$ cat src/rtl/sbm_ram.sv
// Generic single-write, single-read RAM with registered read data.
module sbm_ram #(
   parameter int WIDTH = 8,
   parameter int DEPTH = 16,
   localparam int AW = $clog2(DEPTH)
) (
   input  logic             clock,
   input  logic             wr_en,
   input  logic [AW-1:0]    wr_addr,
   input  logic [WIDTH-1:0] wr_data,
   input  logic [AW-1:0]    rd_addr,
   output logic [WIDTH-1:0] rd_data
);

   logic [WIDTH-1:0] mem_ff [DEPTH];
   logic [WIDTH-1:0] rd_data_ff;

   always_ff @(posedge clock) begin
      if (wr_en) begin
         mem_ff[wr_addr] <= wr_data;
      end
      rd_data_ff <= mem_ff[rd_addr];
   end

   assign rd_data = rd_data_ff;

endmodule

$ cat config.mk
export PLATFORM = sky130hd
export DESIGN_NAME = sbm_ram
export DESIGN_NICKNAME = d
export VERILOG_FILES = /design/src/rtl/sbm_ram.sv
export SDC_FILE = /design/constraint.sdc
export NUM_CORES = 1
export LEC_CHECK = 0
export ABC_AREA = 1
export ABC_CLOCK_PERIOD_IN_PS = 2500
export BUFFER_PORTS_ARGS = -buffer_cell sky130_fd_sc_hd__buf_2
export CORE_MARGIN = 10
export CORE_UTILIZATION = 65
export CTS_CLUSTER_SIZE = 28
export DETAILED_ROUTE_END_ITERATION = 8
export GPL_ROUTABILITY_DRIVEN = 1
export PLACE_DENSITY = 0.91
export SLEW_MARGIN = 20
export SYNTH_ARGS = -nofsm -noshare
export SYNTH_HDL_FRONTEND = slang
export SYNTH_SLANG_ARGS = --single-unit
$ cat constraint.sdc
create_clock -name clock -period 2.5 [get_ports clock]
set_clock_uncertainty 0.15 [all_clocks]
set_input_delay 0.375 -clock clock [delete_from_list [all_inputs] [get_ports clock]]
set_output_delay 0.375 -clock clock [all_outputs]
set_load 0.02 [all_outputs]
==> run summary <==
Setup TNS: 0 ns
Synth top cells by count: nand2_1 (173), edfxtp_1 (128), inv_1 (100), nand3_1 (97), nor2_1 (17)
Synth Instances: 551
Largest cells by area after synthesis: edfxtp_1 (67%), nand2_1 (11%), nand3_1 (8.4%)
DRT Pass-1 Iters: 7
Tcrit/Tclk final: 0.6504
CTS tree: built
R2r startpoint: mem_ff[0][0]
RSZ-0062 raised after global routing: false
Layout cells sized above 1: 0.1053
Post-synthesis xor/xnor area fraction: 0
Leak: 2.821 nW
Setup CP Type: register to output port
Cell Area, Synth: 0.005767 mm^2
CP top delay family: flip-flops
Outcome: finished clean
DR iter-0 viols: 687
Vias: 4207
Critical Path Fanout Max: 1
Grt ovf: 0
Switch Pwr: 1.228 mW
Die H: 114.2 um
Antenna violations before repair: 0
VDD IR-drop max: 0.7718 mV
Clock period minus final worst setup slack: 1.626 ns
Area grow syn2layout: 12.50%
Share of the synthesized area in the top cell type: 0.6665
Async set-reset flop share out of synthesis: 0
Post-synth top flop: edfxtp_1
Worst Hold Class: primary input to register
Drt wl/cell: 20.35 um
Vias per inst: 6.036
PD cells: 828.3 mW/mm^2
FF-to-FF End: rd_data[0]
Overall Power: 5.374 mW
Worst endpoint data arrival time: 1.10 ns
Die width: 114.2 um
Slew Limit Fails: 0
Avg Cell Area, Syn: 10.47 um^2
Synth Area in Adders: 0
Sequential Power Share: 0.478
Worst Path Buf+Inv: 1
Die area: 0.01304 mm^2
Number of setup violations in the final report: 0
Max incr delay on CP: 0.38 ns
Diodes inserted: 0
Worst-margin pin slew: 0.8961 ns
Slew headroom: 0.4004
Post-synth EDFFs: 128
DPL Wire Length: 8.086 mm
Routed Antenna Nets: 0
PostCTS Resize Cnt: 0
Vias in the first global route: 4143
Total CTS buffers: 17
Synth Net Count: 569
Worst-path cell chain: buf_2
CTS Hold Buffers Added: 0
Synth Area in Simple Gates: 0.2105
Yosys warnings: 0
CTS root buffer: clkbuf_8
Final Hold Viols: 0
Row cnt: 34
Synth area leader: edfxtp_1
Kind of start point of the critical path: register
Post-CTS Setup Bufs: 0
Endpoint class of the critical path: output port
DRC: 0
Largest family of logic cells by synthesized area: simple AND/OR/NAND/NOR gates
Clk_lat worst skew: 0.54 ns
Net Sw Frac: 0.2285
H-tree depth: 4
Initial core utilization: 0.6645
Internal: 4.146 mW
Worst hold start: rd_addr[3]
Max stage delay cell, worst path: dfxtp_1
R2r setup slk: 1.18 ns
GP Congestion: 0.8916
Hold EP: rd_data[3]
Pin count of the biggest net entering global routing: 65
Compound-Gate Fraction of Synth Area: 0
Hold path depth: 3
Nets: 594
Clock share of power: 0.461
Reg clk slew, reported paths: 0.06 ns
R2r worst-path depth: 6
First-pass GRT wire length: 21.89 mm
Mux cell area share after synthesis: 0
I/O Pins: 26
TritonCTS Sinks: 136
Synth unique cells: 12
GRT Resource Usage Total: 0.2235
Combinational power share: 0.061
Sequential area share after synthesis: 0.6943
Count leader, synth: nand2_1
Total wire length: 14.19 mm
Fmax: 615.0 MHz
Flops & latches, synth: 136
Critical path required time: 1.98 ns
Clock buffer depth: 2
I/O Buffers: 25
Core ar.: 0.008678 mm^2
Max-cap violation count: 0
## how the worst max path moves through the flow
| stage | end | from | depth (start not counted) | slack, ns |
|---|---|---|---|---|
| floorplan | mem_ff[10][0] | wr_addr[2] | 2 | 1.02 |
| global placement | mem_ff[7][3] | wr_addr[3] | 3 | 0.58 |
| detailed placement | mem_ff[7][6] | wr_addr[3] | 3 | 0.53 |
| CTS | rd_data[0] | rd_data[0] | 1 | 0.90 |
| global route | rd_data[0] | rd_data[0] | 1 | 0.89 |
| finish | rd_data[2] | rd_data[2] | 1 | 0.87 |
## power groups by stage
stage | clock network, mW | logic (mW) | registers [mW]
after floorplan | 0 | 0.180 | 2.63
final | 2.48 | 0.329 | 2.57
after detailed placement | 0 | 0.309 | 2.61
after global placement | 0 | 0.296 | 2.61
after global routing | 2.56 | 0.353 | 2.57
after CTS | 2.46 | 0.321 | 2.57
## layer usage
metal	up-vias	global-route usage	part of all wire
met5	-	0	0
met4	0	0.1153	0.065
met3	111	0.07180	0.13
met2	377	0.3614	0.48
met1	1891	0.2619	0.33
li1	1828	-	-
## cells by family (layout without fill, tap and decap cells)
group | count (synthesis) | in the layout
and+or+nand+nor | 289 | 289
DFF | 136 | 136
buffers and inverters | 126 | 164
## state kept, by name (all words and copies together) (netlist names)
register  cells
mem_ff      128
rd_data       8
## layout by cell type (no fill, tap or decap), types with 2 or more instances in the layout
cell / instances
clkinvlp_4: 3
clkinv_4: 2
buf_4: 4
clkbuf_1: 2
clkinv_2: 5
edfxtp_1: 128
buf_2: 25
inv_2: 2
nand3_1: 97
nand2_1: 173
nor2_1: 17
inv_1: 100
bufinv_16: 3
nand3b_1: 2
dfxtp_1: 8
clkbuf_16: 16
## cell type report
class / instances / area (um^2)
Clock buffer: 19 / 421.7
Clock inverter: 13 / 155.1
Fill cell: 498 / 2191
Inverter: 102 / 382.9
Multi-Input combinational cell: 289 / 1214
Sequential cell: 136 / 4004
Tap cell: 108 / 135.1
Timing Repair Buffer: 30 / 175.2
## stage by stage
stage | utilization | area (um^2) | worst slack, ns | instances | hold slack [ns]
6_report | 0.7475 | 6487 | 0.8739 | 697 | 0.08231
5_1_grt | 0.7475 | 6487 | 0.8908 | 697 | 0.08309
3_3_place_gp | 0.6811 | 5911 | 0.5787 | 665 | 0.5024
4_1_cts | 0.7475 | 6487 | 0.8984 | 697 | 0.06696
2_1_floorplan | - | 5767 | 1.024 | 551 | 0.3239
3_5_place_dp | 0.6811 | 5911 | 0.5322 | 665 | 0.5354
(Power assumes the default switching activity.)
