--- config.mk ---
export PLATFORM = sky130hd
export DESIGN_NAME = sbm_fifo
export DESIGN_NICKNAME = d
export VERILOG_FILES = /design/src/rtl/sbm_fifo.sv
export SDC_FILE = /design/constraint.sdc
export NUM_CORES = 1
export LEC_CHECK = 0
export BUFFER_PORTS_ARGS = -buffer_cell sky130_fd_sc_hd__clkbuf_2
export CAP_MARGIN = 40
export CORE_MARGIN = 3
export CORE_UTILIZATION = 40
export DETAILED_ROUTE_END_ITERATION = 10
export HOLD_SLACK_MARGIN = 0.05
export PLACE_DENSITY_LB_ADDON = 0.15
export SKIP_CTS_REPAIR_TIMING = 1
export SLEW_MARGIN = 5
export SYNTH_ARGS = -nofsm -noshare
export SYNTH_HDL_FRONTEND = slang
export SYNTH_SLANG_ARGS = --single-unit
--- constraint.sdc ---
create_clock -name clock -period 4.1 [get_ports clock]
set_input_delay 0.41 -clock clock [delete_from_list [all_inputs] [get_ports clock]]
set_output_delay 0.41 -clock clock [all_outputs]
set_load 0.01 [all_outputs]
--- src/rtl/sbm_fifo.sv ---
// Small register FIFO used for the job queue and the result queue.
module sbm_fifo #(
   parameter int WIDTH = 8,
   parameter int DEPTH = 2,
   localparam int PW = $clog2(DEPTH),
   localparam int CW = $clog2(DEPTH + 1)
) (
   input  logic             clock,
   input  logic             reset,
   input  logic             push,
   input  logic [WIDTH-1:0] push_data,
   output logic             full,
   input  logic             pop,
   output logic [WIDTH-1:0] pop_data,
   output logic             empty
);

   logic [WIDTH-1:0] data_ff [DEPTH];
   logic [PW-1:0]    wr_ptr_ff, wr_ptr_in;
   logic [PW-1:0]    rd_ptr_ff, rd_ptr_in;
   logic [CW-1:0]    count_ff, count_in;
   logic             do_push, do_pop;

   assign full     = (count_ff == CW'(DEPTH));
   assign empty    = (count_ff == '0);
   assign do_push  = push && !full;
   assign do_pop   = pop && !empty;
   assign pop_data = data_ff[rd_ptr_ff];

   // pointer and fill count update
   always_comb begin
      wr_ptr_in = wr_ptr_ff;
      rd_ptr_in = rd_ptr_ff;
      count_in  = count_ff;
      if (do_push) begin
         wr_ptr_in = (wr_ptr_ff == PW'(DEPTH - 1)) ? '0 : wr_ptr_ff + 1'b1;
      end
      if (do_pop) begin
         rd_ptr_in = (rd_ptr_ff == PW'(DEPTH - 1)) ? '0 : rd_ptr_ff + 1'b1;
      end
      if (do_push && !do_pop) begin
         count_in = count_ff + 1'b1;
      end else if (do_pop && !do_push) begin
         count_in = count_ff - 1'b1;
      end
   end

   always_ff @(posedge clock) begin
      if (reset) begin
         wr_ptr_ff <= '0;
         rd_ptr_ff <= '0;
         count_ff  <= '0;
      end else begin
         wr_ptr_ff <= wr_ptr_in;
         rd_ptr_ff <= rd_ptr_in;
         count_ff  <= count_in;
      end
   end

   always_ff @(posedge clock) begin
      if (do_push) begin
         data_ff[wr_ptr_ff] <= push_data;
      end
   end

endmodule

==> flow_summary.toml <==
[status]
status = "finished clean"

[placed_design]
finalWeightedCongestion = 0.636
placed_area_um2 = 925
port_buffers = 21
post-place-ws_ps = 2560
hpwlAfterDp_um = 849

[cells_and_area]
design_area_um2 = 951
fin_util_pct = 52.8
insertedDiodeCount = 0
final_nets = 88
drive_gt1_share_pct = 44.6
regArea_um2 = 581
syn_to_final_growth_pct = 19.9
multi_input_area_um2 = 200
nFillCells = 165

[yosys]
synthTopCellsByCount = "16 x edfxtp_1, 8 x mux2_2, 5 x dfxtp_1, 5 x nor2_1"
synth_most_common_cell = "edfxtp_1"
yosys.cell_types.count = 13
synth_cells = 50
synth-edff-count = 16
seq_area_frac_synth_pct = 73.2
yosys.area.top_type_share_pct = 60.6
netlist_area_um2 = 793
synth_ff_type = "edfxtp_1"
syn_area_per_cell_um2 = 15.9
ys_ff_latch = 21
async_flop_share_pct = 0
syn_nets = 63
netlist.top_cell.by_area = "edfxtp_1"
yosysWarnings = 0
ys_top_cells_by_area = "edfxtp_1 61%, dfxtp_1 13%, mux2_2 11%"

[clock_tree]
cts_tree = "built"
cts_sinks = 21
clk_pin_slew_ps = 100
insertion_delay_ps = 290
htreeDepth = 1
cts_buffers = 3
cts-root-buf = "clkbuf_4"
clockBufferDepth = 2

[worst_setup_path]
crit_type = "flop to output pin"
startpoint_type = "flop"
crit_arrival_ps = 1350
cp_cell_sequence = "mux2_2, clkbuf_2"
slowest_delay_ps = 550
cp_slowest_cell = "dfxtp_1"
worstPathMaxFanout = 8
worstPathRequired_ps = 3690
cp-end-kind = "output pin"

[drt]
vias = 450
wl_per_cell_um = 11.4
first_pass_iters = 3
viasPerCell = 4.55
drtAntennaViolNets = 0
routed_wl_um = 1120
drc = 0
drt-initial-drc-count = 6

[global_route]
antenna_found_initial = 0
grt_max_degree = 12
grt_pass1_wl_um = 1790
grt_overflow = 0
grt_pass1_vias = 429
grt.total_usage_pct = 9.70

[sta]
finalHoldViolCount = 0
setup_viol = 0
min_period_over_period_pct = 42.9
fin_crit_ps = 1760
setup_slack_ps = 2340
slew_headroom_pct = 75.4
hold-worst-slack_ps = 303
rsz0062_at_grt = "no"
tightestPinTransition_ps = 369
skew_ps = 3.55
fin_tns_setup_ps = 0
clock.fmax_mhz = 568
maxSlewViolCount = 0

[die]
die_height_um = 50.5
dieWidth_um = 50.5
core-area_um2 = 1800
rows = 15
start_util_pct = 44.0
dieArea_um2 = 2550
num_io_pins = 22

[job]
cap_viol_max_count = 0

[power]
p_leak_nw = 0.382
power.density_nw_per_um2 = 584
peakVddDrop_mv = 0.313

[hold_path]
hp-class = "primary input to flop"
cell type report:
class / instances / share of cell area, %
multi-input cells: 26 / 21.1
repair buffers: 21 / 11.1
inverters: 2 / 0.789
clock buffers: 4 / 2.76
well taps: 25 / 3.29
flip-flops and latches: 21 / 61.1
critical path: cells and delay by family, from the launching register on:
family	cells	cell delay, ps
buffers and inverters	1	130
DFF	1	550
muxes	1	390
flip-flops by register name, summed over array words and instances, names as in the netlist, named ones only:
register,count
count_ff,2
wr_ptr_ff,1
data_ff,16
rd_ptr_ff,1
final timing paths:
check                           cells after the start                      from  slack [ps]                  endpoint
worst max-delay path                                2                      flop        2340               pop_data[6]
worst min-delay path                                1              push_data[1]         300   data_ff[1][1]$_DFFE_PP_
worst max register to register                      4  count_ff[0]$_SDFFE_PP0P_        2570  count_ff[1]$_SDFFE_PP0P_
worst min register to register                      2    wr_ptr_ff$_SDFFE_PP0N_         490    wr_ptr_ff$_SDFFE_PP0N_
layout by cell type, fill, tap and decap left out:
| master | n |
|---|---|
| nor2b_2 | 1 |
| xor2_1 | 3 |
| inv_1 | 2 |
| dfxtp_1 | 5 |
| o21ai_0 | 3 |
| and2_1 | 1 |
| mux2_2 | 8 |
| a21oi_1 | 2 |
| or3_1 | 2 |
| clkbuf_2 | 21 |
| clkbuf_1 | 1 |
| edfxtp_1 | 16 |
| clkbuf_4 | 3 |
| ha_1 | 1 |
| nor2_1 | 5 |
power by group:
| part | switching (W) | internal (W) | total (W) | leakage, nW |
|---|---|---|---|---|
| combinational | 0.0000817 | 0.0000828 | 0.000165 | 0.176 |
| clock | 0.0000533 | 0.0000378 | 0.0000911 | 0.0150 |
| sequential | 0.0000282 | 0.000272 | 0.000300 | 0.191 |
layer usage:
metal | vias up | wire length, µm | track usage [%]
li1 | 228 | - | -
met2 | 13 | 565 | 16.3
met5 | - | 0 | 0
met3 | 0 | 58 | 2.67
met4 | 0 | 0 | 5.38
met1 | 209 | 500 | 11.1
logic make-up (layout without fill, tap and decap cells):
kind of cell    after synthesis  in the layout  synth area share (%)
mux                           8              8                  11.4
xor+xnor                      3              3                  3.31
fa+ha+maj                     1              1                  1.58
flops                        21             21                  73.2
simple gates                  9              9                  5.84
buf+inv                       3             27                  1.58
compound gates                5              5                  3.15
through the flow:
step / power [W] / instances
floorplan: 0.000415 / 50
global placement: 0.000470 / 95
detailed placement: 0.000472 / 95
CTS: 0.000565 / 99
global route: 0.000592 / 99
finish: 0.000555 / 99
No activity file was read; power rests on OpenSTA's default activity.
