--- src/rtl/sbm_pkg.sv ---
// Shared types and constants of the SAD block-matching disparity core.
package sbm_pkg;

   localparam int PIXEL_W  = 8;
   localparam int DISP_W   = 10;
   localparam int ROW_W    = 16;
   localparam int CSR_IDX_W  = 3;
   localparam int CSR_DATA_W = 16;

   // Register indexes on the csr port
   localparam logic [CSR_IDX_W-1:0] CSR_IMAGE_WIDTH   = 3'd0;
   localparam logic [CSR_IDX_W-1:0] CSR_IMAGE_HEIGHT  = 3'd1;
   localparam logic [CSR_IDX_W-1:0] CSR_MIN_DISPARITY = 3'd2;
   localparam logic [CSR_IDX_W-1:0] CSR_MAX_DISPARITY = 3'd3;
   localparam logic [CSR_IDX_W-1:0] CSR_WINDOW_SIZE   = 3'd4;

   // Input item kinds
   localparam logic KIND_PIXEL = 1'b0;
   localparam logic KIND_FLUSH = 1'b1;

   typedef struct packed {
      logic               kind;
      logic [PIXEL_W-1:0] left_pixel;
      logic [PIXEL_W-1:0] right_pixel;
   } req_word_type;

   typedef struct packed {
      logic [DISP_W-1:0] disparity_q4;
      logic              frame_last;
   } rsp_word_type;

   // Control flags of one job handed from front to back
   typedef struct packed {
      logic last;      // final result of the frame
      logic past_end;  // output row beyond the height: zero result
   } job_ctl_type;

   typedef struct packed {
      logic busy;
   } back_status_type;

   typedef enum logic [2:0] {
      BK_IDLE,
      BK_SCAN,
      BK_WAIT,
      BK_DECIDE,
      BK_RESULT
   } back_state_type;

endpackage

--- src/rtl/sbm_back.sv ---
// Back end: SAD search over disparities, one pixel pair per cycle in scan.
module sbm_back #(
   parameter int MAX_WIDTH       = 1024,
   parameter int MAX_WINDOW      = 11,
   parameter int MAX_DISPARITIES = 64,
   localparam int W_W    = $clog2(MAX_WIDTH + 1),
   localparam int COL_W  = $clog2(MAX_WIDTH),
   localparam int SLOT_W = $clog2(MAX_WINDOW),
   localparam int H_W    = $clog2((MAX_WINDOW - 1) / 2 + 1),
   localparam int D_W    = $clog2(MAX_DISPARITIES + 1),
   localparam int ADDR_W = $clog2(MAX_WIDTH * MAX_WINDOW)
) (
   input  logic                         clock,
   input  logic                         reset,
   input  logic                         job_valid,
   output logic                         job_pop,
   input  logic [sbm_pkg::ROW_W-1:0]    job_row,
   input  logic [COL_W-1:0]             job_col,
   input  logic [SLOT_W-1:0]            job_slot,
   input  sbm_pkg::job_ctl_type         job_ctl,
   input  logic [W_W-1:0]               eff_width,
   input  logic [sbm_pkg::ROW_W-1:0]    eff_height,
   input  logic [H_W-1:0]               eff_half,
   input  logic [5:0]                   disp_lo,
   input  logic [D_W-1:0]               eff_dmax,
   output logic [ADDR_W-1:0]            rd_addr_left,
   output logic [ADDR_W-1:0]            rd_addr_right,
   input  logic [sbm_pkg::PIXEL_W-1:0]  rd_left,
   input  logic [sbm_pkg::PIXEL_W-1:0]  rd_right,
   output logic                         res_push,
   output sbm_pkg::rsp_word_type        res_word,
   input  logic                         res_full,
   output sbm_pkg::back_status_type     status
);

   localparam int RW    = sbm_pkg::ROW_W;
   localparam int XW0   = (COL_W > D_W) ? COL_W : D_W;
   localparam int XW    = ((XW0 > 6) ? XW0 : 6) + 2;
   localparam int ACC_W = $clog2(MAX_WINDOW * MAX_WINDOW * 255 + 1);

   sbm_pkg::back_state_type state_ff, state_in;

   logic [COL_W-1:0]  x_ff, x_in, c_ff, c_in;
   logic [SLOT_W-1:0] slot0_ff, slot0_in, rslot_ff, rslot_in;
   logic [H_W:0]      rcnt_ff, rcnt_in;
   logic [D_W-1:0]    d_ff, d_in, best_ff, best_in;
   logic [ACC_W-1:0]  acc_ff, acc_in, cost_ff, cost_in;
   logic              found_ff, found_in, last_ff, last_in, rd_valid_ff;

   logic              border, start_ok, row_end, win_end, cont;
   logic [SLOT_W-1:0] slot_start;
   logic [D_W-1:0]    d_next;
   logic [ADDR_W-1:0] base;
   logic [sbm_pkg::PIXEL_W-1:0] absdiff;

   // window reaches past the image edge
   assign border = (job_row < RW'(eff_half))
                || ((RW + 1)'(job_row) + (RW + 1)'(eff_half) >= (RW + 1)'(eff_height))
                || (job_col < COL_W'(eff_half))
                || ((W_W + 1)'(job_col) + (W_W + 1)'(eff_half) >= (W_W + 1)'(eff_width));
   assign start_ok = !job_ctl.past_end && !border
                  && (XW'(disp_lo) < XW'(eff_dmax))
                  && (XW'(job_col) >= XW'(eff_half) + XW'(disp_lo));

   // line-store slot of the top window row
   assign slot_start = (job_slot >= SLOT_W'(eff_half)) ? job_slot - SLOT_W'(eff_half) :
                       SLOT_W'((SLOT_W + 1)'(job_slot) + (SLOT_W + 1)'(MAX_WINDOW)
                               - (SLOT_W + 1)'(eff_half));

   assign row_end = ((COL_W + 1)'(c_ff) == (COL_W + 1)'(x_ff) + (COL_W + 1)'(eff_half));
   assign win_end = row_end && (rcnt_ff == {eff_half, 1'b0});
   assign d_next  = d_ff + 1'b1;
   assign cont    = (d_next < eff_dmax) && (XW'(x_ff) >= XW'(eff_half) + XW'(d_next));

   // read addresses for the current window position
   assign base          = ADDR_W'(rslot_ff) * ADDR_W'(MAX_WIDTH);
   assign rd_addr_left  = base + ADDR_W'(c_ff);
   assign rd_addr_right = base + ADDR_W'(c_ff) - ADDR_W'(d_ff);
   assign absdiff       = (rd_left > rd_right) ? rd_left - rd_right : rd_right - rd_left;

   // next state
   always_comb begin
      state_in = state_ff;
      case (state_ff)
         sbm_pkg::BK_IDLE: begin
            if (job_valid) begin
               state_in = start_ok ? sbm_pkg::BK_SCAN : sbm_pkg::BK_RESULT;
            end
         end
         sbm_pkg::BK_SCAN: begin
            if (win_end) begin
               state_in = sbm_pkg::BK_WAIT;
            end
         end
         sbm_pkg::BK_WAIT:   state_in = sbm_pkg::BK_DECIDE;
         sbm_pkg::BK_DECIDE: state_in = cont ? sbm_pkg::BK_SCAN : sbm_pkg::BK_RESULT;
         sbm_pkg::BK_RESULT: begin
            if (!res_full) begin
               state_in = sbm_pkg::BK_IDLE;
            end
         end
         default: state_in = sbm_pkg::BK_IDLE;
      endcase
   end

   // handshake outputs
   always_comb begin
      job_pop  = 1'b0;
      res_push = 1'b0;
      case (state_ff)
         sbm_pkg::BK_IDLE:   job_pop  = job_valid;
         sbm_pkg::BK_RESULT: res_push = 1'b1;
         default: begin
            job_pop  = 1'b0;
            res_push = 1'b0;
         end
      endcase
   end

   assign res_word.disparity_q4 = sbm_pkg::DISP_W'({best_ff, 4'b0000});
   assign res_word.frame_last   = last_ff;
   assign status.busy           = (state_ff != sbm_pkg::BK_IDLE);

   // search datapath
   always_comb begin
      x_in     = x_ff;
      c_in     = c_ff;
      slot0_in = slot0_ff;
      rslot_in = rslot_ff;
      rcnt_in  = rcnt_ff;
      d_in     = d_ff;
      best_in  = best_ff;
      cost_in  = cost_ff;
      found_in = found_ff;
      last_in  = last_ff;
      acc_in   = rd_valid_ff ? acc_ff + ACC_W'(absdiff) : acc_ff;
      case (state_ff)
         sbm_pkg::BK_IDLE: begin
            x_in     = job_col;
            c_in     = job_col - COL_W'(eff_half);
            slot0_in = slot_start;
            rslot_in = slot_start;
            rcnt_in  = '0;
            d_in     = D_W'(disp_lo);
            best_in  = '0;
            found_in = 1'b0;
            last_in  = job_ctl.last;
            acc_in   = '0;
         end
         sbm_pkg::BK_SCAN: begin
            if (row_end) begin
               c_in     = x_ff - COL_W'(eff_half);
               rcnt_in  = rcnt_ff + 1'b1;
               rslot_in = (rslot_ff == SLOT_W'(MAX_WINDOW - 1)) ? '0 : rslot_ff + 1'b1;
            end else begin
               c_in = c_ff + 1'b1;
            end
         end
         sbm_pkg::BK_DECIDE: begin
            // lowest disparity wins ties: replace only on a strictly lower cost
            if (!found_ff || (acc_ff < cost_ff)) begin
               found_in = 1'b1;
               cost_in  = acc_ff;
               best_in  = d_ff;
            end
            acc_in   = '0;
            d_in     = d_next;
            c_in     = x_ff - COL_W'(eff_half);
            rslot_in = slot0_ff;
            rcnt_in  = '0;
         end
         default: begin
            x_in = x_ff;
         end
      endcase
   end

   always_ff @(posedge clock) begin
      if (reset) begin
         state_ff    <= sbm_pkg::BK_IDLE;
         rd_valid_ff <= 1'b0;
      end else begin
         state_ff    <= state_in;
         rd_valid_ff <= (state_ff == sbm_pkg::BK_SCAN);
      end
   end

   always_ff @(posedge clock) begin
      x_ff     <= x_in;
      c_ff     <= c_in;
      slot0_ff <= slot0_in;
      rslot_ff <= rslot_in;
      rcnt_ff  <= rcnt_in;
      d_ff     <= d_in;
      best_ff  <= best_in;
      cost_ff  <= cost_in;
      found_ff <= found_in;
      last_ff  <= last_in;
      acc_ff   <= acc_in;
   end

endmodule

--- config.mk ---
export PLATFORM = sky130hd
export DESIGN_NAME = sbm_back
export DESIGN_NICKNAME = d
export VERILOG_FILES = /design/src/rtl/sbm_pkg.sv /design/src/rtl/sbm_back.sv
export SDC_FILE = /design/constraint.sdc
export NUM_CORES = 1
export LEC_CHECK = 0
export ABC_AREA = 1
export BUFFER_PORTS_ARGS = -buffer_cell sky130_fd_sc_hd__buf_4
export CAP_MARGIN = 5
export CORE_MARGIN = 10
export CORE_UTILIZATION = 30
export CTS_CLUSTER_DIAMETER = 40
export DETAILED_ROUTE_END_ITERATION = 10
export MAX_ROUTING_LAYER = met4
export PLACE_DENSITY = 0.56
export SETUP_SLACK_MARGIN = 0.05
export SYNTH_ARGS = -nofsm -noshare
export SYNTH_HDL_FRONTEND = slang
export SYNTH_SLANG_ARGS = --single-unit
--- constraint.sdc ---
create_clock -name clock -period 11.45 [get_ports clock]
set_clock_uncertainty 0.15 [all_clocks]
set_input_delay 2.29 -clock clock [delete_from_list [all_inputs] [get_ports clock]]
set_output_delay 2.29 -clock clock [all_outputs]
set_load 0.005 [all_outputs]
==> impl_metrics.csv <==
group,metric,value,unit
outcome,status,"finished, final reports clean",
finish,fin_util,0.3648,
floorplan,die_h,190.7,um
timing,drv_slew,0,
hold_path,hold_start,"acc_ff[0]",
floorplan,design.core.area,28700,sq um
power,power_density,153.9,nW/um^2
yosys,synth_top_area_cell,"edfxtp_1",
routing,routed_wirelength,25.40,mm
yosys,async_flop_share,0,
global_route,antenna_found_initial,2,
timing,post-route-period-util,0.5066,
floorplan,io_pins,137,
timing,setup_violations,0,
setup_path,cp_max_fo,11,
floorplan,die_area,36380,sq um
floorplan,num_rows,62,
cts,cts_made_buffers,9,
hold_path,worstHoldPathType,"register to register",
global_route,grt_pass1_wl,40.49,mm
yosys,synth_edf_count,62,
routing,viasPerCell,4.582,
cts,post_cts_buffers,0,
timing,fmax,172.4,MHz
cts,cts_tree,"built",
finish,syn_to_final_growth,19.73,%
timing,finalSetupTns,0,ns
setup_path,critPathMaxStageDelay,0.47,ns
setup_path,cp.arrival,5.94,ns
yosys,synth_area_leaders,"edfxtp_1 21%, ha_1 19%, inv_1 9.6%, nand2_1 8.2%, xor2_1 6.6%",
setup_path,worstSetupStartpointType,"primary input",
yosys,yosysSeqAreaShare,0.2564,
timing,relSlewSlack,0.3543,
finish,n_fill_cell,3075,
floorplan,dieWidth,190.7,um
cts,cts.reportedPaths.clkPinSlew,0.07,ns
placed_design,port_buffers,132,
routing,vias,7734,
flow_run,max-cap-violations,0,
yosys,syn_avg_cell_area,7.487,sq um
power,ir_drop,84.63,uV
global_route,grt_max_degree,22,
routing,final_antenna_net_count,0,
cts,ctsHoldBuffers,0,
timing,finalHoldViolCount,0,
global_route,grt_overflow,0,
setup_path,worstSetupPathType,"primary input to register",
timing,holdWs,0.3328,ns
setup_path,crit_slowest_cell,"inv_1",
routing,wl_per_cell,15.05,um
yosys,syn_area,8745,sq um
routing,drtIter0Drc,503,
timing,finalCriticalPeriod,5.800,ns
yosys,netlist_instances,1168,
yosys,yosysMostFrequentCell,"inv_1",
cts,clock_latency,0.36,ns
routing,dr.pass1.iters,5,
cts,cts.sink_count,81,
finish,fin_nets,1536,
timing,rsz0062_at_grt,"false",
yosys,synth_common_cells,"224 x inv_1, 192 x nand2_1, 130 x ha_1",
placed_design,dp_hpwl,21.40,mm
placed_design,place_congestion,0.8634,
finish,drive_gt1_frac,0.1329,
yosys,synth_ff_type,"edfxtp_1",
global_route,first_global_vias,7705,
yosys,ys_seq_elements,81,
cts,h-tree-depth,3,
cts,ctsResizeCount,0,
routing,drc,0,
setup_path,critPathRequiredTime,11.59,ns
timing,tightest_slew,0.9650,ns
setup_path,worstSetupStartpoint,"eff_half[1]",
yosys,ys_types,50,
cts,cts-root-buf,"clkbuf_16",
setup_path,path_common_cell,"nand2_1",
floorplan,start_util,0.3047,
cts,clk_path_buf_depth,2,
power,p_leak,5.317,nW
setup_path,endpoint_kind,"register",
yosys,ys_warn_count,0,
power,power,0.001611,W
setup_path,reg2reg_from,"state_ff[0]",
global_route,track_usage,0.1434,
yosys,synth_top_cell_area_share,0.2129,
setup_path,rrSetupSlack,6.76,ns
[path summary, 6_finish.rpt]
path | end | depth (start not counted)
min reg2reg | cost_ff[0] | 0
max reg2reg | rcnt_ff[0] | 7
min | cost_ff[0] | 0
max | state_ff[0] | 29
[metal layers]
| metal | global-route usage | share of wire | up-vias |
|---|---|---|---|
| met5 | - | 0 | - |
| met4 | 0.04300 | 0.017 | 0 |
| met3 | 0.02597 | 0.047 | 22 |
| met2 | 0.2319 | 0.46 | 153 |
| met1 | 0.1787 | 0.47 | 3503 |
| li1 | - | - | 4056 |
[registers in the layout, summed over array words and instances (netlist names)]
| name | cells |
|---|---|
| rcnt_ff | 4 |
| best_ff | 6 |
| d_ff | 7 |
| acc_ff | 15 |
| x_ff | 10 |
| c_ff | 10 |
| slot0_ff | 4 |
| cost_ff | 15 |
| state_ff | 3 |
| found_ff | 1 |
| rslot_ff | 4 |
| rd_valid_ff | 1 |
| last_ff | 1 |
[cell usage in the layout, fill, tap and decap left out, types with 9 or more instances in the layout]
master	count
a21oi_1	81
buf_4	134
clkbuf_16	9
dfxtp_1	19
edfxtp_1	62
fa_1	14
ha_1	130
inv_1	224
nand2_1	192
nand3_1	49
nand4_1	17
nor2_1	117
nor3_1	23
o21ai_0	54
xnor2_1	21
xor2_1	66
[worst max-delay path: cells and delay by family]
| family | cells | cell delay (ns) |
|---|---|---|
| AOI/OAI and AO/OA | 4 | 0.52 |
| buffers and inverters | 7 | 0.94 |
| adders and majority gates | 2 | 0.60 |
| and+or+nand+nor | 16 | 1.58 |
[power by group]
group	switching, W	total [W]	internal, W
sequential	0.0000839	0.000487	0.000403
clock	0.000136	0.000310	0.000174
combinational	0.000464	0.000814	0.000350
total	0.000684	0.00161	0.000927
[final cells by class]
class                      count  area, sq um  share of cell area
antenna                        2        5.005           0.0004780
clock buffer                   9        225.2             0.02151
clock inverter                 7        85.08            0.008126
inverter                     229        859.6             0.08210
multi-input combinational    842         5567              0.5317
sequential                    81         2242              0.2141
tap                          384        480.5             0.04589
timing repair buffer         134         1006             0.09608
[kinds of logic after synthesis]
kind of cell / count (synthesis) / share of synthesized area
buf+inv: 248 / 0.1089
fa+ha+maj: 144 / 0.2181
compound gates: 181 / 0.1172
other cells: 1 / 0.0004288
flops: 81 / 0.2564
xor+xnor: 88 / 0.08971
simple gates: 425 / 0.2093
[metrics by stage]
stage	setup WS [ns]	cells	area, sq um
final	5.650	1688	10470
after global routing	5.047	1688	10470
after CTS	5.649	1686	10470
after detailed placement	5.275	1670	10150
after global placement	5.333	1670	10150
after floorplan	5.942	1171	8756
Power figures use the tool's default switching activity.
