<file path="src/rtl/sbm_pkg.sv">
// Shared types and constants of the SAD block-matching disparity core.
package sbm_pkg;

   localparam int PIXEL_W  = 8;
   localparam int DISP_W   = 10;
   localparam int ROW_W    = 16;
   localparam int CSR_IDX_W  = 3;
   localparam int CSR_DATA_W = 16;

   // Register indexes on the csr port
   localparam logic [CSR_IDX_W-1:0] CSR_IMAGE_WIDTH   = 3'd0;
   localparam logic [CSR_IDX_W-1:0] CSR_IMAGE_HEIGHT  = 3'd1;
   localparam logic [CSR_IDX_W-1:0] CSR_MIN_DISPARITY = 3'd2;
   localparam logic [CSR_IDX_W-1:0] CSR_MAX_DISPARITY = 3'd3;
   localparam logic [CSR_IDX_W-1:0] CSR_WINDOW_SIZE   = 3'd4;

   // Input item kinds
   localparam logic KIND_PIXEL = 1'b0;
   localparam logic KIND_FLUSH = 1'b1;

   typedef struct packed {
      logic               kind;
      logic [PIXEL_W-1:0] left_pixel;
      logic [PIXEL_W-1:0] right_pixel;
   } req_word_type;

   typedef struct packed {
      logic [DISP_W-1:0] disparity_q4;
      logic              frame_last;
   } rsp_word_type;

   // Control flags of one job handed from front to back
   typedef struct packed {
      logic last;      // final result of the frame
      logic past_end;  // output row beyond the height: zero result
   } job_ctl_type;

   typedef struct packed {
      logic busy;
   } back_status_type;

   typedef enum logic [2:0] {
      BK_IDLE,
      BK_SCAN,
      BK_WAIT,
      BK_DECIDE,
      BK_RESULT
   } back_state_type;

endpackage

</file>
<file path="src/rtl/sbm_front.sv">
// Front end: takes words, writes the line stores, decides when a result is due.
module sbm_front #(
   parameter int MAX_WIDTH  = 1024,
   parameter int MAX_WINDOW = 11,
   localparam int W_W    = $clog2(MAX_WIDTH + 1),
   localparam int COL_W  = $clog2(MAX_WIDTH),
   localparam int SLOT_W = $clog2(MAX_WINDOW),
   localparam int H_W    = $clog2((MAX_WINDOW - 1) / 2 + 1),
   localparam int THR_W  = H_W + W_W + 1,
   localparam int ADDR_W = $clog2(MAX_WIDTH * MAX_WINDOW)
) (
   input  logic                         clock,
   input  logic                         reset,
   input  logic                         req_push,
   output logic                         req_full,
   input  sbm_pkg::req_word_type        req_word,
   input  logic                         hold,
   input  logic [W_W-1:0]               eff_width,
   input  logic [sbm_pkg::ROW_W-1:0]    eff_height,
   input  logic [THR_W-1:0]             lag_thr,
   output logic                         wr_en,
   output logic [ADDR_W-1:0]            wr_addr,
   output logic [sbm_pkg::PIXEL_W-1:0]  wr_left,
   output logic [sbm_pkg::PIXEL_W-1:0]  wr_right,
   output logic                         job_push,
   output logic [sbm_pkg::ROW_W-1:0]    job_row,
   output logic [COL_W-1:0]             job_col,
   output logic [SLOT_W-1:0]            job_slot,
   output sbm_pkg::job_ctl_type         job_ctl
);

   localparam int RW     = sbm_pkg::ROW_W;
   localparam int DIFF_W = RW + W_W + 3;

   logic              pend_ff, pend_in;
   logic [COL_W-1:0]  in_col_ff, in_col_in, out_col_ff, out_col_in;
   logic [RW-1:0]     in_row_ff, in_row_in, out_row_ff, out_row_in;
   logic [SLOT_W-1:0] in_slot_ff, in_slot_in, out_slot_ff, out_slot_in;

   logic              accept, done_now, done_pend, emit, past_end, last;
   logic [RW:0]       row_diff;
   logic signed [DIFF_W-1:0] lag;

   assign req_full  = pend_ff || hold;
   assign accept    = req_push && !req_full;
   assign done_now  = (in_row_ff >= eff_height);
   assign done_pend = done_now;

   // line store write for a pixel pair of an unfinished frame
   assign wr_en    = accept && (req_word.kind == sbm_pkg::KIND_PIXEL) && !done_now;
   assign wr_addr  = ADDR_W'(in_slot_ff) * ADDR_W'(MAX_WIDTH) + ADDR_W'(in_col_ff);
   assign wr_left  = req_word.left_pixel;
   assign wr_right = req_word.right_pixel;

   // raster distance between input and output positions
   assign row_diff = {1'b0, in_row_ff} - {1'b0, out_row_ff};
   assign lag = DIFF_W'($signed(row_diff)) * DIFF_W'($signed({1'b0, eff_width}))
              + DIFF_W'($signed({1'b0, in_col_ff})) - DIFF_W'($signed({1'b0, out_col_ff}));
   assign emit     = pend_ff && (done_pend || (lag > $signed(DIFF_W'(lag_thr))));
   assign past_end = (out_row_ff >= eff_height);

   // counter update: stage one on accept, stage two on the following cycle
   always_comb begin
      pend_in     = accept;
      in_col_in   = in_col_ff;
      in_row_in   = in_row_ff;
      in_slot_in  = in_slot_ff;
      out_col_in  = out_col_ff;
      out_row_in  = out_row_ff;
      out_slot_in = out_slot_ff;
      last        = 1'b0;
      if (wr_en) begin
         if ((W_W'(in_col_ff) + 1'b1) >= eff_width) begin
            in_col_in  = '0;
            in_row_in  = in_row_ff + 1'b1;
            in_slot_in = (in_slot_ff == SLOT_W'(MAX_WINDOW - 1)) ? '0 : in_slot_ff + 1'b1;
         end else begin
            in_col_in = in_col_ff + 1'b1;
         end
      end
      if (emit) begin
         if (past_end) begin
            last = 1'b1;
         end else if ((W_W'(out_col_ff) + 1'b1) >= eff_width) begin
            out_col_in  = '0;
            out_row_in  = out_row_ff + 1'b1;
            out_slot_in = (out_slot_ff == SLOT_W'(MAX_WINDOW - 1)) ? '0 : out_slot_ff + 1'b1;
            last        = ((out_row_ff + 1'b1) >= eff_height);
         end else begin
            out_col_in = out_col_ff + 1'b1;
         end
         if (last) begin
            in_col_in   = '0;
            in_row_in   = '0;
            in_slot_in  = '0;
            out_col_in  = '0;
            out_row_in  = '0;
            out_slot_in = '0;
         end
      end
   end

   always_ff @(posedge clock) begin
      if (reset) begin
         pend_ff     <= 1'b0;
         in_col_ff   <= '0;
         in_row_ff   <= '0;
         in_slot_ff  <= '0;
         out_col_ff  <= '0;
         out_row_ff  <= '0;
         out_slot_ff <= '0;
      end else begin
         pend_ff     <= pend_in;
         in_col_ff   <= in_col_in;
         in_row_ff   <= in_row_in;
         in_slot_ff  <= in_slot_in;
         out_col_ff  <= out_col_in;
         out_row_ff  <= out_row_in;
         out_slot_ff <= out_slot_in;
      end
   end

   // job handed to the back end
   assign job_push         = emit;
   assign job_row          = out_row_ff;
   assign job_col          = out_col_ff;
   assign job_slot         = out_slot_ff;
   assign job_ctl.last     = last;
   assign job_ctl.past_end = past_end;

endmodule

</file>
<file path="config.mk">
export PLATFORM = sky130hd
export DESIGN_NAME = sbm_front
export DESIGN_NICKNAME = d
export VERILOG_FILES = /design/src/rtl/sbm_pkg.sv /design/src/rtl/sbm_front.sv
export SDC_FILE = /design/constraint.sdc
export NUM_CORES = 1
export LEC_CHECK = 0
export ABC_CLOCK_PERIOD_IN_PS = 11870
export BUFFER_PORTS_ARGS = -buffer_cell sky130_fd_sc_hd__buf_2
export CORE_MARGIN = 2
export CORE_UTILIZATION = 45
export DETAILED_ROUTE_END_ITERATION = 8
export GPL_TIMING_DRIVEN = 0
export PLACE_DENSITY_LB_ADDON = 0.2
export SETUP_SLACK_MARGIN = 0.4
export SLEW_MARGIN = 0
export SYNTH_ARGS = -nofsm -noshare
export SYNTH_HDL_FRONTEND = slang
export SYNTH_SLANG_ARGS = --single-unit
</file>
<file path="constraint.sdc">
create_clock -name clock -period 11.87 [get_ports clock]
set_input_delay 1.187 -clock clock [delete_from_list [all_inputs] [get_ports clock]]
set_output_delay 1.187 -clock clock [all_outputs]
set_load 0.03 [all_outputs]
</file>
==> reports/qor.txt, run 1 <==
Synth cell types: 75
Setup Viol. Count Final: 0
Fin Setup TNS: 0 ns
CP max stage delay: 0.54 ns
IO buf count: 106
WHS Endpoint: in_slot_ff[3]
Most common cell in the synthesized netlist: inv_1
Congestion Overflow GR: 0
Synth Warn #: 0
Worst reg2reg path depth: 36
EDFF count, synth: 0
Die X: 183 µm
Cell Pwr Density: 44.7 nW/µm²
Sequential share of the synthesized area: 0.0844
Worst Tran Pin Value: 1.14 ns
Ant. Diodes: 0
Largest net degree at the start of global routing: 12
Final Power: 0.712 mW
Clock slew at reported path FFs: 0.06 ns
Die footprint: 33,600 µm²
Synth top cells by count: inv_1, fa_1, ha_1, nand2_1, nor2_1
Leakage: 7.87 nW
CP Capture Type: output pin
GP Congestion: 0.876
Hold_buf cts: 0
Slowest-stage cell, CP: fa_1
Synthesized flop and latch total: 61
Antenna violations before repair: 1
Slew Limit Fails: 0
Die height: 183 µm
Clk buf depth: 2
Worst ir drop on vdd: 74.0 µV
Via/cell ratio: 5.49
Avg Cell Area, Syn: 8.46 µm²
Met1 Use GR: 0.342
Clock root buffer: clkbuf_16
Reg2Reg Setup Slack: 2.24 ns
Max-cap violations: 0
Worst hold margin: 0.491 ns
Nets: 2,286
RSZ-0062 raised after global routing: no
Final cycle utilization of the critical path: 0.934
Final HPWL DP: 32,900 µm
Post-synthesis cell count: 1,711
Yosys top cell area share: 0.281
Most frequent CP cell: fa_1
Post-Syn Nets: 2,165
Data required time of the critical path: 10.68 ns
Crit Path Category: flip-flop to output pin
H-tree depth: 3
Core area: 31,600 µm²
1st-iter DRT viols: 906
Grt peak-use layer: met2
Remaining DRCs: 0
Total Wirelength: 38,600 µm
Worst Skew: 0.00939 ns
Worst r2r src: job_row[1]
Via count: 12,299
Hold_sp: in_slot_ff[3]
Slew HR: 0.233
WL/cell: 17.2 µm
Status: finished clean
Reg-to-reg endpoint: job_row[10]
GR Layer Usage met3: 0.0244
Worst-Skew Late Latency: 0.34 ns
WP data arrival: 9.90 ns
Global Route Usage Sum: 0.233
First-pass iteration count of the detailed router: 5
Crit path max fanout: 10
Syn-to-layout area delta: 10.1%
Layout Utilization: 0.504
Top FF cell, synth: dfxtp_1
TritonCTS Sinks: 61
Top-Level Pins: 128
Endpoints failing hold: 0
Fmax: 90.2 MHz
TritonCTS clock tree: done
Met2 Track Usage GR: 0.379
Minimum clock period: 11.09 ns
Asr flop ratio synth: 0
Top cells by area, synth: fa_1, ha_1, dfxtp_1
Post-synthesis instance area: 14,500 µm²
Starting Density: 0.458
Yosys top cell by area: fa_1
Layout cells sized above 1: 0.127
First-pass GRT wire length: 61,900 µm
Antenna viol nets, final: 0
Rows: 65
Hold depth: 2
CTS Buf Count: 9
Vias in the first global route: 11,884
Hold WC Path Type: flip-flop to flip-flop
Worst setup SP type: flip-flop
## through the flow
stage                     instance area, µm²  setup slack, ns  instances
after floorplan                        14500             1.70       1711
after global placement                 15500            0.319       2219
after detailed placement               15500            0.195       2219
after CTS                              15800            0.415       2237
after global routing                   15900            0.399       2239
final                                  15900            0.783       2239
## cells by family (layout without fill, tap and decap cells)
family | after synthesis | in the layout | share of synthesized area
xor gates and xnor gates | 78 | 78 | 0.0472
muxes | 5 | 5 | 0.00354
buffers and inverters | 363 | 489 | 0.102
AOI/OAI and AO/OA | 278 | 278 | 0.131
DFF | 61 | 61 | 0.0844
and+or+nand+nor | 535 | 535 | 0.188
adders and majority gates | 391 | 391 | 0.443
## critical path: cells and delay by family, from the launching register on
| kind | cells | cell delay, ns |
|---|---|---|
| simple gates | 12 | 2.84 |
| buf+inv | 10 | 1.13 |
| compound gates | 6 | 0.99 |
| flops | 1 | 0.42 |
| fa+ha+maj | 9 | 3.93 |
| xor+xnor | 2 | 0.19 |
## power breakdown
group | total, mW | internal (mW) | switching (mW)
Clock | 0.246 | 0.140 | 0.106
Combinational | 0.259 | 0.0966 | 0.163
Sequential | 0.207 | 0.206 | 0.00164
## layout make-up
cell class,count,area [µm²]
fillers,3111,15700
clock buffers,9,225
inverters,281,1050
clock inverters,7,42.5
plain buffers,82,447
flip-flops and latches,61,1220
well taps,402,503
multi-input cells,1287,11900
repair buffers,110,561
## sequential cells by signal (all words and copies together), names as in the netlist
signal      flops
pend_ff         1
job_col        10
in_row_ff      16
job_row        16
in_slot_ff      4
job_slot        4
in_col_ff      10
## repair_timing
action / CTS / global route
gates resized for setup: 17 / 30
setup endpoints to repair: 2 / 2
pin swaps: 3 / 6
setup buffers: 2 / 2
## metal layers
metal	wire length (µm)	vias up	share of wire
met3	2090	32	0.054
met1	17900	6035	0.46
met5	8	-	0.00021
met2	18200	344	0.47
li1	-	5886	-
met4	424	2	0.011
## layout by cell type, fill, tap and decap left out, types with 19 or more instances in the layout
master	count
ha_1	187
nand4_1	35
and2_1	55
dfxtp_1	59
nand2_1	162
a21o_1	29
nor2_1	82
inv_1	281
xnor2_1	56
nor3_1	26
fa_1	202
nand2b_1	21
o31ai_1	22
xor2_1	21
nor2_2	22
a21oi_1	64
buf_2	113
clkbuf_1	43
buf_4	24
nand3_1	41
and3_1	27
o211ai_1	19
o21ai_0	42
## how the worst max path moves through the flow
stage	from	to	depth (start not counted)
after floorplan	job_row[0]	job_ctl[1]	38
after global placement	in_row_ff[0]	job_ctl[1]	41
after detailed placement	in_row_ff[0]	job_ctl[1]	41
after CTS	job_row[1]	job_ctl[1]	40
after global routing	in_row_ff[0]	job_ctl[1]	42
final	job_row[1]	job_ctl[1]	39
Power figures use the tool's default switching activity.
==> run 2: changes to the inputs <==
- CORE_UTILIZATION: 45 -> 60
==> reports/qor.txt, run 2 (synthesis results as in run 1) <==
Via count: 12,460 (+1.3%)
Worst Skew: 0.00772 ns (-0.00167 ns)
First-pass iteration count of the detailed router: 7 (+2)
Clock slew at reported path FFs: 0.05 ns (about the same)
Data required time of the critical path: 10.68 ns (about the same)
GP Congestion: 0.923 (+5.4%)
Hold WC Path Type: flip-flop to flip-flop
Most frequent cells in the layout: inv_1, fa_1, ha_1
Nets: 2,287 (+0.044%)
CP Capture Type: output pin
WP data arrival: 9.82 ns (-0.08 ns)
Antenna violations before repair: 0 (-1)
Highest metal used: met4
First-pass GRT wire length: 62,400 µm (+0.86%)
Clk buf depth: 2 (unchanged)
Status: finished clean
1st-iter DRT viols: 1,015 (+12%)
Total Wirelength: 37,600 µm (-2.5%)
Starting Density: 0.613 (+0.155)
DRT met1 WL: 16,100 µm (-9.6%)
Fmax: 90.8 MHz (+0.70%)
TritonCTS Sinks: 61 (unchanged)
Endpoints failing hold: 0 (unchanged)
Final Power: 0.712 mW (about the same)
WL/cell: 17.5 µm (+1.3%)
Minimum clock period: 11.01 ns (-0.0775 ns)
Rows: 56 (-14%)
Antenna viol nets, final: 0 (unchanged)
Worst setup SP type: flip-flop
Remaining DRCs: 0 (unchanged)
Setup Viol. Count Final: 0 (unchanged)
Met2 wire len: 17,300 µm (-5.1%)
H-tree depth: 3 (unchanged)
Die height: 159 µm (-13%)
CP max stage delay: 0.55 ns (about the same)
Slew Limit Fails: 0 (unchanged)
Most frequent CP cell: fa_1
Slowest-stage cell, CP: fa_1
Final HPWL DP: 31,900 µm (-2.9%)
Syn-to-layout area delta: 9.47%
Congestion Overflow GR: 0 (unchanged)
Crit Path Category: flip-flop to output pin
Fin Setup TNS: 0 ns (unchanged)
Slew HR: 0.199 (-0.0339)
CTS Buf Count: 9 (unchanged)
Final cycle utilization of the critical path: 0.928 (-0.00653)
Ant. Diodes: 0 (unchanged)
Commonest non-fill, non-tap cell in the layout: inv_1
Worst ir drop on vdd: 81.5 µV (+10%)
Routed wl met3: 2940 µm (+41%)
Max-cap violations: 0 (unchanged)
TritonCTS clock tree: done
Global Route Usage Sum: 0.303 (+0.0691)
Worst-Skew Late Latency: 0.34 ns (about the same)
Crit path max fanout: 10 (unchanged)
Top-Level Pins: 128 (unchanged)
Cell Pwr Density: 45.0 nW/µm² (+0.59%)
Die X: 159 µm (-13%)
Largest net degree at the start of global routing: 11 (-1)
Clock root buffer: clkbuf_16
Reg2Reg Setup Slack: 2.11 ns (-0.13 ns)
Worst Tran Pin Value: 1.17 ns (+0.0349 ns)
RSZ-0062 raised after global routing: no
Leakage: 7.85 nW (-0.17%)
IO buf count: 106 (unchanged)
Vias in the first global route: 12,368 (+4.1%)
Via/cell ratio: 5.78 (+5.2%)
Layout cells sized above 1: 0.125 (-0.00272)
Die footprint: 25,400 µm² (-24%)
Core area: 23,600 µm² (-25%)
[run 2: cell types whose count changed in the layout (fill, tap and decap cells not counted), sizes merged]
| cell | change |
|---|---|
| clkbuf | +3 |
| clkinv | -2 |
| inv | -1 |
[run 2: layer usage]
metal | global-route usage | vias to the layer above
met3 | 0.0461 | 70
met2 | 0.482 | 500
met1 | 0.425 | 6007
met5 | 0 | -
li1 | - | 5883
met4 | 0.100 | 0
[run 2: per-stage QoR]
step	util	cell area, µm²	worst slack (ns)	instances	hold WS [ns]
final	0.671	15800	0.860	2156	0.488
after CTS	0.665	15700	0.404	2151	0.491
after floorplan	-	14500	1.70	1711	0.513
after global placement	0.652	15400	0.562	2136	0.475
after detailed placement	0.652	15400	0.388	2136	0.480
after global routing	0.671	15800	0.395	2156	0.532
[run 2: power by group]
part	internal, mW	switching, mW
Sequential	0.206	0.00182
Clock	0.145	0.0985
Combinational	0.0989	0.163
[run 2: worst paths after layout]
| kind | from | end | cells after the start |
|---|---|---|---|
| max reg2reg | in_row_ff[0] | job_row[10] | 40 |
| max | in_row_ff[0] | job_ctl[1] | 42 |
| min reg2reg | in_slot_ff[3] | in_slot_ff[3] | 2 |
| min | in_slot_ff[3] | in_slot_ff[3] | 2 |
[run 2: critical path, delay by kind of cell, from the launching register on]
kind	cells	cell delay [ns]
compound gates	7	1.14
xor+xnor	2	0.32
fa+ha+maj	10	4.01
buf+inv	9	1.16
flops	1	0.36
simple gates	14	2.50
[run 2: cell type report]
cell class | instances | area [µm²]
timing repair buffer | 111 | 568
fill | 2000 | 7760
inverter | 281 | 1060
tap | 319 | 399
sequential | 61 | 1220
clock inverter | 4 | 25.0
buffer | 82 | 449
clock buffer | 11 | 243
multi-input combinational | 1287 | 11900
[run 2: what timing repair did]
action	in CTS	in global routing
cloned	0	0
pin swaps	1	5
setup buffers	0	5
endpoints found under the setup margin	2	2
hold buffers	0	0
resized for setup	10	36
==> run 3: changes to the inputs <==
- ABC_CLOCK_PERIOD_IN_PS: 11870 -> 14250
- CORE_ASPECT_RATIO: not set -> 1.5
- clock period: 11.87 -> 14.25 ns (I/O delays scaled with it)
==> reports/qor.txt, run 3 (synthesis results as in run 1) <==
First-pass iteration count of the detailed router: 5 (-2)
Die height: 194 µm (+22%)
Total Wirelength: 39,200 µm (+4.0%)
Setup Viol. Count Final: 0 (unchanged)
Hold WC Path Type: flip-flop to flip-flop
H-tree depth: 3 (unchanged)
Core area: 23,700 µm² (+0.55%)
Via count: 12,625 (+1.3%)
Worst Tran Pin Value: 1.15 ns (-0.0248 ns)
Placed Cells: 2,136 (unchanged)
RSZ-0062 raised after global routing: no
Congestion Overflow GR: 0 (unchanged)
CP Capture Type: output pin
Most frequent cells in the layout: inv_1, fa_1, ha_1
Leakage: 7.80 nW (-0.66%)
First-pass GRT wire length: 64,600 µm (+3.6%)
Worst ir drop on vdd: 57.8 µV (-29%)
Antenna violations before repair: 1 (+1)
Worst-Skew Late Latency: 0.34 ns (about the same)
IO buf count: 106 (unchanged)
Nets: 2,282 (-0.22%)
Antenna viol nets, final: 0 (unchanged)
TritonCTS Sinks: 61 (unchanged)
Die X: 131 µm (-18%)
CP max stage delay: 0.53 ns (-0.02 ns)
Global Route Usage Sum: 0.324 (+0.0210)
Syn-to-layout area delta: 8.45%
Worst Skew: 0.00603 ns (-0.00169 ns)
Commonest non-fill, non-tap cell in the layout: inv_1
Slowest-stage cell, CP: fa_1
Post-CTS Resized: 0 (-10)
CTS Buf Count: 9 (unchanged)
Reg2Reg Setup Slack: 3.58 ns (+1.47 ns)
Largest net degree at the start of global routing: 11 (unchanged)
Starting Density: 0.610 (-0.00333)
Slew Limit Fails: 0 (unchanged)
Final HPWL DP: 33,400 µm (+4.7%)
Non-Filler Instances: 2,152 (-0.19%)
Minimum clock period: 12.20 ns
WP data arrival: 10.78 ns (+0.96 ns)
Rows: 69 (+23%)
Postcts setup bufs: 0 (unchanged)
CP endpoint: job_ctl[1]
CP Buf/Inv Count: 9 (unchanged)
Worst r2r src: in_row_ff[0]
Clk buf depth: 2 (unchanged)
Hold_buf cts: 0 (unchanged)
Slew HR: 0.226 (+0.0270)
Worst path top cell family by delay: adder cells
Remaining DRCs: 0 (unchanged)
Fin Setup TNS: 0 ns (unchanged)
Endpoints failing hold: 0 (unchanged)
Reg-to-reg endpoint: job_row[10]
Fmax: 81.9 MHz
Worst reg2reg path depth: 38 (-5.0%)
Critical path depth: 41 (-2.4%)
Top-Level Pins: 128 (unchanged)
Clock root buffer: clkbuf_16
Most frequent CP cell: fa_1
WL/cell: 18.2 µm (+4.2%)
Worst setup SP type: flip-flop
Data required time of the critical path: 12.82 ns (+2.14 ns)
TritonCTS clock tree: done
Layout Utilization: 0.661 (-0.00986)
Crit Path Category: flip-flop to output pin
Cell Pwr Density: 38.1 nW/µm² (-15%)
# fillers: 2,037 (+1.8%)
Max-cap violations: 0 (unchanged)
Layout cells sized above 1: 0.109 (-0.0161)
Status: finished clean
Worst hold margin: 0.497 ns (+0.00860 ns)
Via/cell ratio: 5.87 (+1.5%)
Final cycle utilization of the critical path: 0.856
Final Power: 0.597 mW (-16%)
GP Congestion: 0.966 (+4.6%)
Die footprint: 25,400 µm² (+0.10%)
Clock slew at reported path FFs: 0.06 ns (about the same)
Critical path startpoint: in_row_ff[0]
Crit path max fanout: 10 (unchanged)
Ant. Diodes: 0 (unchanged)
1st-iter DRT viols: 838 (-17%)
Vias in the first global route: 13,053 (+5.5%)
run 3: per-stage QoR:
| step | cell area, µm² | setup slack (ns) |
|---|---|---|
| CTS | 15700 | 2.12 |
| global route | 15700 | 1.38 |
| finish | 15700 | 2.05 |
| detailed placement | 15400 | 2.52 |
| global placement | 15400 | 2.71 |
| floorplan | 14500 | 3.84 |
run 3: layout make-up:
type,count,area (µm²),area share
timing repair buffer,106,531,0.0338
clock buffer,12,246,0.0157
sequential,61,1220,0.0778
inverter,281,1050,0.0672
buffer,82,428,0.0273
clock inverter,4,47.5,0.00303
tap,319,399,0.0254
multi-input combinational,1287,11800,0.750
run 3: worst min-delay path, stage by stage, from the launching register on:
cell     delay (ns)
dfxtp_1        0.33
nand2_1        0.08
a21oi_2        0.05
run 3: worst min path at each step:
stage                              from             to  slack [ns]  cells past startpoint
after floorplan                 pend_ff        pend_ff        0.51                      3
after global placement    in_slot_ff[3]  in_slot_ff[3]        0.48                      2
after detailed placement  in_slot_ff[3]  in_slot_ff[3]        0.48                      2
after CTS                 in_slot_ff[3]  in_slot_ff[3]        0.49                      2
after global routing      in_slot_ff[3]  in_slot_ff[3]        0.53                      2
final                     in_slot_ff[3]  in_slot_ff[3]        0.50                      2
run 3: report_power, final:
group | internal (mW) | leakage (nW) | switching [mW]
Clock | 0.140 | 0.143 | 0.0812
Sequential | 0.171 | 0.491 | 0.00138
Combinational | 0.0738 | 7.17 | 0.130
Total | 0.385 | 7.80 | 0.213
run 3: layer usage:
metal,global-route usage,routed length [µm],vias to the layer above
met1,0.375,14400,6116
li1,-,-,5870
met4,0.189,2710,2
met2,0.570,20100,486
met5,0,13,-
met3,0.0304,1880,151
